**src/ksb_pkg.sv**
```systemverilog
// Shared types and codes for the k-stacks shared buffer unit.
package ksb_pkg;

  typedef logic [1:0] status_t;

  localparam status_t ST_OK        = 2'd0;
  localparam status_t ST_OVERFLOW  = 2'd1;
  localparam status_t ST_UNDERFLOW = 2'd2;

  localparam logic KIND_PUSH = 1'b0;
  localparam logic KIND_POP  = 1'b1;

  // Value store command for the current beat.
  typedef struct packed {
    logic wr;
    logic rd;
  } val_cmd_t;

endpackage

```
**src/ksb_stack_ctrl.sv**
```systemverilog
// Stack heads, free list and slot link store with one-read lookahead caches.
module ksb_stack_ctrl #(
  parameter int NUM_STACKS = 4,
  parameter int SLOT_COUNT = 256
) (
  input  logic                          clk,
  input  logic                          rst,
  input  logic                          go,
  input  logic                          kind,
  input  logic [1:0]                    stack_id,
  output ksb_pkg::status_t              status_next,
  output logic                          full_next,
  output logic                          empty_next,
  output ksb_pkg::val_cmd_t             val_cmd,
  output logic [$clog2(SLOT_COUNT)-1:0] val_addr
);
  import ksb_pkg::*;

  localparam int PW = $clog2(SLOT_COUNT + 1);
  localparam int IW = $clog2(SLOT_COUNT);
  localparam logic [PW-1:0] NONE = PW'(SLOT_COUNT);

  typedef logic [PW-1:0] ptr_t;

  ptr_t link_mem [SLOT_COUNT];

  // free_link and head_link cache the link of the slot their head names.
  // A pending flag means the cache is still in flight in the read register.
  ptr_t free_head, free_head_next;
  ptr_t free_link, free_link_next;
  ptr_t wm, wm_next;                    // slots at or above wm never used
  ptr_t head [NUM_STACKS];
  ptr_t head_next [NUM_STACKS];
  ptr_t head_link [NUM_STACKS];
  ptr_t head_link_next [NUM_STACKS];
  logic pend_free, pend_free_next;
  logic [NUM_STACKS-1:0] pend_head, pend_head_next;

  ptr_t rd_link;
  ptr_t rd_inc;
  logic rd_mem;

  ptr_t rd_fix, free_link_eff, head_cur, hl_cur, head_sel_next;
  ptr_t hl_eff [NUM_STACKS];
  logic [NUM_STACKS-1:0] sel;
  logic sid_ok, free_ok, head_ok, is_push, push_ok, pop_ok;
  logic lw_en, rd_en, use_mem;
  ptr_t lw_addr, lw_data, rd_addr;

  always_comb begin
    rd_fix        = rd_mem ? rd_link : rd_inc;
    free_link_eff = pend_free ? rd_fix : free_link;
    head_cur      = NONE;
    hl_cur        = NONE;
    for (int k = 0; k < NUM_STACKS; k++) begin
      hl_eff[k] = pend_head[k] ? rd_fix : head_link[k];
      sel[k]    = (int'(stack_id) == k);
      if (sel[k]) begin
        head_cur = head[k];
        hl_cur   = hl_eff[k];
      end
    end
    sid_ok  = |sel;
    free_ok = free_head < NONE;
    head_ok = head_cur < NONE;
    is_push = (kind == KIND_PUSH);
    push_ok = go && is_push && sid_ok && free_ok;
    pop_ok  = go && !is_push && sid_ok && head_ok;

    status_next = ST_OK;
    if (is_push && !(sid_ok && free_ok)) status_next = ST_OVERFLOW;
    if (!is_push && !(sid_ok && head_ok)) status_next = ST_UNDERFLOW;

    // pending reads retire into the caches every cycle
    free_head_next = free_head;
    free_link_next = free_link_eff;
    wm_next        = wm;
    pend_free_next = 1'b0;
    pend_head_next = '0;
    for (int k = 0; k < NUM_STACKS; k++) begin
      head_next[k]      = head[k];
      head_link_next[k] = hl_eff[k];
    end
    head_sel_next = head_cur;
    lw_en   = 1'b0;
    lw_addr = free_head;
    lw_data = head_cur;
    rd_en   = 1'b0;
    rd_addr = free_link_eff;

    if (push_ok) begin
      // first free slot becomes the new top; fetch the link after it
      for (int k = 0; k < NUM_STACKS; k++) begin
        if (sel[k]) begin
          head_next[k]      = free_head;
          head_link_next[k] = head_cur;
        end
      end
      head_sel_next  = free_head;
      free_head_next = free_link_eff;
      pend_free_next = 1'b1;
      if (free_head == wm) wm_next = wm + PW'(1);
      lw_en   = 1'b1;
      lw_addr = free_head;
      lw_data = head_cur;
      rd_en   = 1'b1;
      rd_addr = free_link_eff;
    end

    if (pop_ok) begin
      // top slot goes to the front of the free list
      for (int k = 0; k < NUM_STACKS; k++) begin
        if (sel[k]) begin
          head_next[k] = hl_cur;
        end
      end
      pend_head_next = sel;
      head_sel_next  = hl_cur;
      free_head_next = head_cur;
      free_link_next = free_head;
      lw_en   = 1'b1;
      lw_addr = head_cur;
      lw_data = free_head;
      rd_en   = 1'b1;
      rd_addr = hl_cur;
    end

    // untouched slots still hold their reset link, i+1
    use_mem    = rd_addr < wm_next;
    full_next  = !(free_head_next < NONE);
    empty_next = !(head_sel_next < NONE);

    val_cmd.wr = push_ok;
    val_cmd.rd = pop_ok;
    val_addr   = is_push ? free_head[IW-1:0] : head_cur[IW-1:0];
  end

  always_ff @(posedge clk) begin
    if (rst) begin
      free_head <= '0;
      free_link <= PW'(1);
      wm        <= '0;
      pend_free <= 1'b0;
      pend_head <= '0;
      rd_mem    <= 1'b0;
      for (int k = 0; k < NUM_STACKS; k++) begin
        head[k]      <= NONE;
        head_link[k] <= NONE;
      end
    end else begin
      free_head <= free_head_next;
      free_link <= free_link_next;
      wm        <= wm_next;
      pend_free <= pend_free_next;
      pend_head <= pend_head_next;
      if (rd_en) rd_mem <= use_mem;
      for (int k = 0; k < NUM_STACKS; k++) begin
        head[k]      <= head_next[k];
        head_link[k] <= head_link_next[k];
      end
    end
  end

  always_ff @(posedge clk) begin
    if (lw_en) link_mem[lw_addr[IW-1:0]] <= lw_data;
    if (rd_en) rd_inc <= rd_addr + PW'(1);
    if (rd_en && use_mem) rd_link <= link_mem[rd_addr[IW-1:0]];
  end

endmodule

```
**config.mk**
```make
export PLATFORM = sky130hd
export DESIGN_NAME = ksb_stack_ctrl
export DESIGN_NICKNAME = d
export VERILOG_FILES = /design/src/ksb_pkg.sv /design/src/ksb_stack_ctrl.sv
export SDC_FILE = /design/constraint.sdc
export NUM_CORES = 2
export LEC_CHECK = 0
export ABC_AREA = 0
export BUFFER_PORTS_ARGS = -buffer_cell sky130_fd_sc_hd__buf_2
export CORE_AREA = 2 2 533 747
export DETAILED_ROUTE_END_ITERATION = 10
export DIE_AREA = 0 0 535 749
export SLEW_MARGIN = 20
export SYNTH_ARGS = -nofsm -noshare
export SYNTH_HDL_FRONTEND = slang
export SYNTH_SLANG_ARGS = --single-unit
export TNS_END_PERCENT = 50
```
**constraint.sdc**
```tcl
create_clock -name clk -period 19.4 [get_ports clk]
set_input_delay 3.88 -clock clk [delete_from_list [all_inputs] [get_ports clk]]
set_output_delay 3.88 -clock clk [all_outputs]
set_load 0.005 [all_outputs]
```
=== Word-level counts from Yosys, hierarchy flattened ===
Memory sizes are Yosys's and may differ from the RTL's. A register that Yosys moved wholly into a read port is not among the register bits.
Index checks and enable logic that the tools add are counted.

* Register bits after elaboration: 42
* Bits in writable memories: 2376
* Input port bits: 6
* Word-level logic and storage cells: 106
* Memories kept: 3

* $add $sub $neg: 2
* Magnitude comparators: 5
* Equal/unequal tests: 4
* Multiplexer cells: 57
* Bitwise gates (word level): 10
* Reduce and logical (&&, ||, !) cells: 18

{| class="wikitable"
|+ Memories
! memory !! words !! bits a word !! rd ports !! clocked after memory_dff !! write ports !! RTL line !! text
|-
| link_mem || 256 || 9 || 1 || 1 || 1 || ksb_stack_ctrl.sv:25 || <nowiki>ptr_t link_mem [SLOT_COUNT];</nowiki>
|-
| head || 4 || 9 || 4 || 0 || 4 || ksb_stack_ctrl.sv:32 || <nowiki>ptr_t head [NUM_STACKS];</nowiki>
|-
| head_link || 4 || 9 || 4 || 0 || 4 || ksb_stack_ctrl.sv:34 || <nowiki>ptr_t head_link [NUM_STACKS];</nowiki>
|}

{| class="wikitable"
|+ Operators with widths
! cell !! number
|-
| 9-bit two-way mux || 43
|-
| 36-bit two-way mux || 3
|-
| 9-bit < comparator, second input constant || 4
|-
| 9-bit by 1-bit adder with 9-bit output, second input constant || 2
|-
| 8-bit two-way mux || 2
|-
| 1-bit logical AND || 11
|-
| 9-bit == test || 1
|-
| 9-bit < comparator || 1
|-
| 1-bit two-way mux || 8
|-
| 1-bit bitwise OR || 8
|-
| 2-bit == test, second input constant || 2
|-
| 1-bit zero test || 4
|-
| 4-bit OR reduction || 1
|-
| 2-bit by 1-bit == test with 1-bit output, second input constant || 1
|-
| 2-bit zero test || 1
|-
| 2-bit two-way mux || 1
|-
| 1-bit NOT || 2
|-
| 2-bit OR reduction || 1
|}

=== Depth between registers and ports, before layout ===
* Depth after elaboration: 10
* Mapped depth: 22
* Gate-level depth less buffers: 17

=== Least setup slack after synthesis ===
No wires, ideal clock.

* Path type: input to register
* Start: in kind
* End: mem link_mem[0][6] (netlist name) (data pin)
* Library setup time: 2.187 ns
* Arrival: 15.448 ns
* Setup slack: 1.765 ns
* Cell stages on the path: 9
* Buffers on the path: 5
* Path through: clkbuf_1 and3_1 a2bb2oi_2 inv_4 clkbuf_1 clkbuf_1 buf_1 clkbuf_1 o21ai_0

* Cells in the longest elaborated chain, start to end: 4

{| class="wikitable"
|+ RTL lines
! item !! RTL line !! text
|-
| from (decl) || ksb_stack_ctrl.sv:9 || <nowiki>input logic kind,</nowiki>
|-
| 1-bit logical AND (3 in series) || ksb_stack_ctrl.sv:68 || <nowiki>pop_ok = go && !is_push && sid_ok && head_ok;</nowiki>
|-
| named net pop_ok || ksb_stack_ctrl.sv:46 || <nowiki>logic sid_ok, free_ok, head_ok, is_push, push_ok, pop_ok;</nowiki>
|-
| 9-bit two-way mux || ksb_stack_ctrl.sv:110 || <nowiki>if (pop_ok) begin</nowiki>
|-
| named net lw_data[6] || ksb_stack_ctrl.sv:48 || <nowiki>ptr_t lw_addr, lw_data, rd_addr;</nowiki>
|-
| to (decl) || ksb_stack_ctrl.sv:25 ||
|}

The timed path passes the listed nets, and every way through them passes these cells.

=== Worst setup path after layout ===
* Start: in stack_id[0]
* End: reg rd_link[7] (read register of link_mem) (data pin)

* Cells in the longest elaborated chain, start to end: 10
* Elaborated cells between the ends (all ways): 24

{| class="wikitable"
|+ RTL lines
! item !! RTL line !! text
|-
| from (decl) || ksb_stack_ctrl.sv:10 || <nowiki>input logic [1:0] stack_id,</nowiki>
|-
| 2-bit zero test || ksb_stack_ctrl.sv:57 || <nowiki>sel[k] = (int'(stack_id) == k);</nowiki>
|-
| 9-bit two-way mux (4 in series) || ksb_stack_ctrl.sv:58 || <nowiki>if (sel[k]) begin</nowiki>
|-
| 9-bit < comparator || ksb_stack_ctrl.sv:65 || <nowiki>head_ok = head_cur < NONE;</nowiki>
|-
| 1-bit logical AND || ksb_stack_ctrl.sv:68 ||
|-
| 9-bit two-way mux || ksb_stack_ctrl.sv:110 ||
|-
| 9-bit < comparator || ksb_stack_ctrl.sv:129 || <nowiki>use_mem = rd_addr < wm_next;</nowiki>
|-
| 1-bit logical AND || ksb_stack_ctrl.sv:167 || <nowiki>if (rd_en && use_mem) rd_link <= link_mem[rd_addr[IW-1:0]];</nowiki>
|-
| to (decl) || ksb_stack_ctrl.sv:39 || <nowiki>ptr_t rd_link;</nowiki>
|}

Parallel ways exist; a longest one is shown, timed or not.
A chain may end at the register's enable or synchronous reset.

==> metrics <==
cts repair resizes 0; CP max FO 121; dpl cells 12600; PD cells 98.3 nW/µm²; Max Slew Vio Count 0; clock skew about 0.09 ns; Max Clk Rate ~93 MHz; R2R cell count 18; hold violation total from the final report 0; number of port buffers 19; hold wc startpoint head[2][8]; H-tree levels 4; Combinational Power Share 0.089; IO Pins 20; layout cells sized above 1 0.0818; vias in the first global route between 60000 and 70000; kind of critical path in2reg; CP startpoint kind input pin; Overflow after GRT 0; CTS clk-pin slew, worst paths 0.07 ns; Die Ht 749 µm; Mean Syn Cell Area 12.8 µm²; gr usage total 0.148; Slew @ Worst Pin 1.26 ns; Hold Crit Depth 2; ANT nets after route 0; Synth area leader edfxtp_1; Main synth FF type edfxtp_1; first-pass GRT wire length approximately 440000 µm; maxcap violations 0; largest net degree at the start of global routing 207; Layout Nets approximately 7600; Final min period around 11 ns; Yosys cell types 78; Hold Crit Endpoint head[2][8]; Cell Area, Synth 98200 µm²; critical path data required time between 20 and 25 ns; Seq/Total Area, Yosys 0.731; Slew HR 0.158; final setup fails 0; final WL 308000 µm; die area 401000 µm²; Root Driver clkbuf_16; Post-synth ARST share 0; Core ar. 394000 µm²; antenna violations before repair 12; most frequent cells in the layout 2322 x edfxtp_1, 2009 x nand2_1, 948 x nand3_1, 380 x nor2_1, 228 x a21oi_1; static leakage 34.0 nW; VDD IR max 0.0749 mV; most common cell after layout, fill and taps aside edfxtp_1; Post-synth EDFFs between 2000 and 2500; reg2reg end rd_link[7]; Period Utilization, post-route 0.555; ranking of synthesized cells by area edfxtp_1 71%, nand2_1 7.7%, nand3_1 4.9%; clk_lat worst skew 0.91 ns; cts hold-fix bufs 0; fillers 39600; drt wl/cell around 24 µm; Post-Route Setup TNS 0 ns; flops & latches, synth ~2400; Power, Total 10.9 mW; area growth from synthesis to layout 13.1%; CTS tree built; Max Root-Sink Buffers 4; switching power 2.67 mW; Non-Filler Instances between 10000 and 15000; Arrival @ worst endpoint 11.45 ns; Rows 273; status finished, final reports clean; Synth warnings 0; Internal approximately 8.2 mW; RSZ-0062 raised after global routing no; hold_ws 0.482 ns; reg2reg setup slack 11.76 ns; Flop pwr share 0.522; hpwl dp 187000 µm; Die X 535 µm; drt pass-1 iters 6; Vias/cell 4.93; DR DRC count 0; worst reg2reg startpoint rd_mem; Post-Syn Instances 7684; share of the synthesized area in the top cell type 0.710; TritonCTS buffer count around 210; GP Congestion 0.891; clock share of power 0.390; Sink Count roughly 2400; initial core utilization 0.249; DR vias 64000; type of the worst min-delay path reg2reg; syn_nets between 7000 and 8000; Post-CTS Setup Repair Bufs 0; drt initial violations 7396; Switching Share 0.244; critical path capture point type flop
==> cells by family (layout without fill, tap and decap cells) <==
family	Yosys count	after routing	share of synthesized area
compound gates	777	777	0.0525
xor+xnor	21	21	0.00187
fa+ha+maj	10	10	0.00127
buf+inv	548	598	0.0263
flops	2427	2427	0.731
mux	211	211	0.0254
other cells	0	10	0
simple gates	3690	3690	0.161
==> metal layers <==
metal	global-route usage	part of all wire	vias up
met5	0	0.000075	-
met1	0.172	0.36	32200
met3	0.0215	0.077	716
met4	0.0949	0.070	4
met2	0.254	0.49	3101
li1	-	-	28000
==> flip-flops by register name, summed over array words and instances (netlist names) <==
register and count:
pend_head 4, rd_mem 1, head 36, wm 9, rd_link 9, free_link 9
head_link 36, pend_free 1, free_head 9, link_mem 2304, rd_inc 9
==> critical path, cell delays in order <==
cell	delay [ns]
buf_2	0.08
buf_4	0.52
mux2i_1	0.30
a2bb2oi_4	0.20
buf_4	0.45
inv_4	0.32
nor2_1	0.31
a21oi_4	0.04
buf_4	0.37
inv_16	0.45
buf_4	0.61
buf_4	0.55
buf_4	0.65
buf_4	0.77
mux2i_1	0.28
mux2i_1	0.09
a32oi_1	0.16
a21oi_1	0.12
a2111oi_1	0.43
buf_4	0.18
a311oi_1	0.09
a31o_1	0.21
==> layout make-up <==
type | count | area (µm²) | area share
clock inverters | 138 | 1320 | 0.0119
well taps | 5225 | 6540 | 0.0589
multi-input cells | 4709 | 24300 | 0.219
flip-flops and latches | 2427 | 71800 | 0.647
repair buffers | 191 | 1490 | 0.0134
clock buffers | 245 | 5470 | 0.0493
inverters | 24 | 119 | 0.00107
diodes | 10 | 25.0 | 0.000225
==> cells in the mapped netlist, types with 7 or more instances <==
master     number
mux2i_1       172
mux2_2          8
a32oi_1        38
o31ai_1         8
mux4_2         28
o2111ai_1      13
o21ai_0        82
a221oi_1       41
a41oi_1         7
o32ai_1        10
xnor2_1        15
nand2_1      2020
nand4_1        70
a21o_1         15
o22ai_1        20
or4_1          16
ha_1           10
clkbuf_1      184
inv_1          16
nand3_1       964
nor2_1        401
nor4_1         52
a32o_1          8
a21oi_1       228
a31oi_1       160
buf_2         235
edfxtp_1     2322
buf_4          45
o211ai_1        9
a311oi_1       44
and3_1        111
buf_6           8
nor3_1         23
a211oi_1       22
dfxtp_1       105
buf_1          52
a221o_1        11
o21ai_1         7
==> worst max-delay path by stage <==
stage | from | end | slack [ns] | cells after the start
floorplan | kind | link_mem[0][6] | 1.77 | 9
global placement | stack_id[0] | rd_link[7] | 7.87 | 22
detailed placement | stack_id[0] | rd_link[7] | 7.81 | 22
CTS | stack_id[0] | rd_link[7] | 8.74 | 22
global route | stack_id[0] | rd_link[7] | 8.13 | 22
finish | stack_id[0] | rd_link[7] | 8.62 | 22
==> power by group through the flow <==
stage | combinational [mW] | sequential, mW | clock (mW)
6_report | 0.966 | 5.70 | 4.25
4_1_cts | 0.954 | 5.70 | 4.29
3_3_place_gp | 0.938 | 5.81 | 0
5_1_grt | 1.01 | 5.70 | 4.46
2_1_floorplan | 0.568 | 5.81 | 0
3_5_place_dp | 0.951 | 5.81 | 0
==> stage by stage <==
stage / instance area, µm² / utilization / setup WS [ns]
CTS: 111000 / 0.282 / 8.74
global placement: 104000 / 0.264 / 7.87
floorplan: 98200 / - / 1.77
detailed placement: 104000 / 0.265 / 7.81
global route: 111000 / 0.282 / 8.13
finish: 111000 / 0.282 / 8.62
Note: power is estimated with default switching activity, not from simulation.
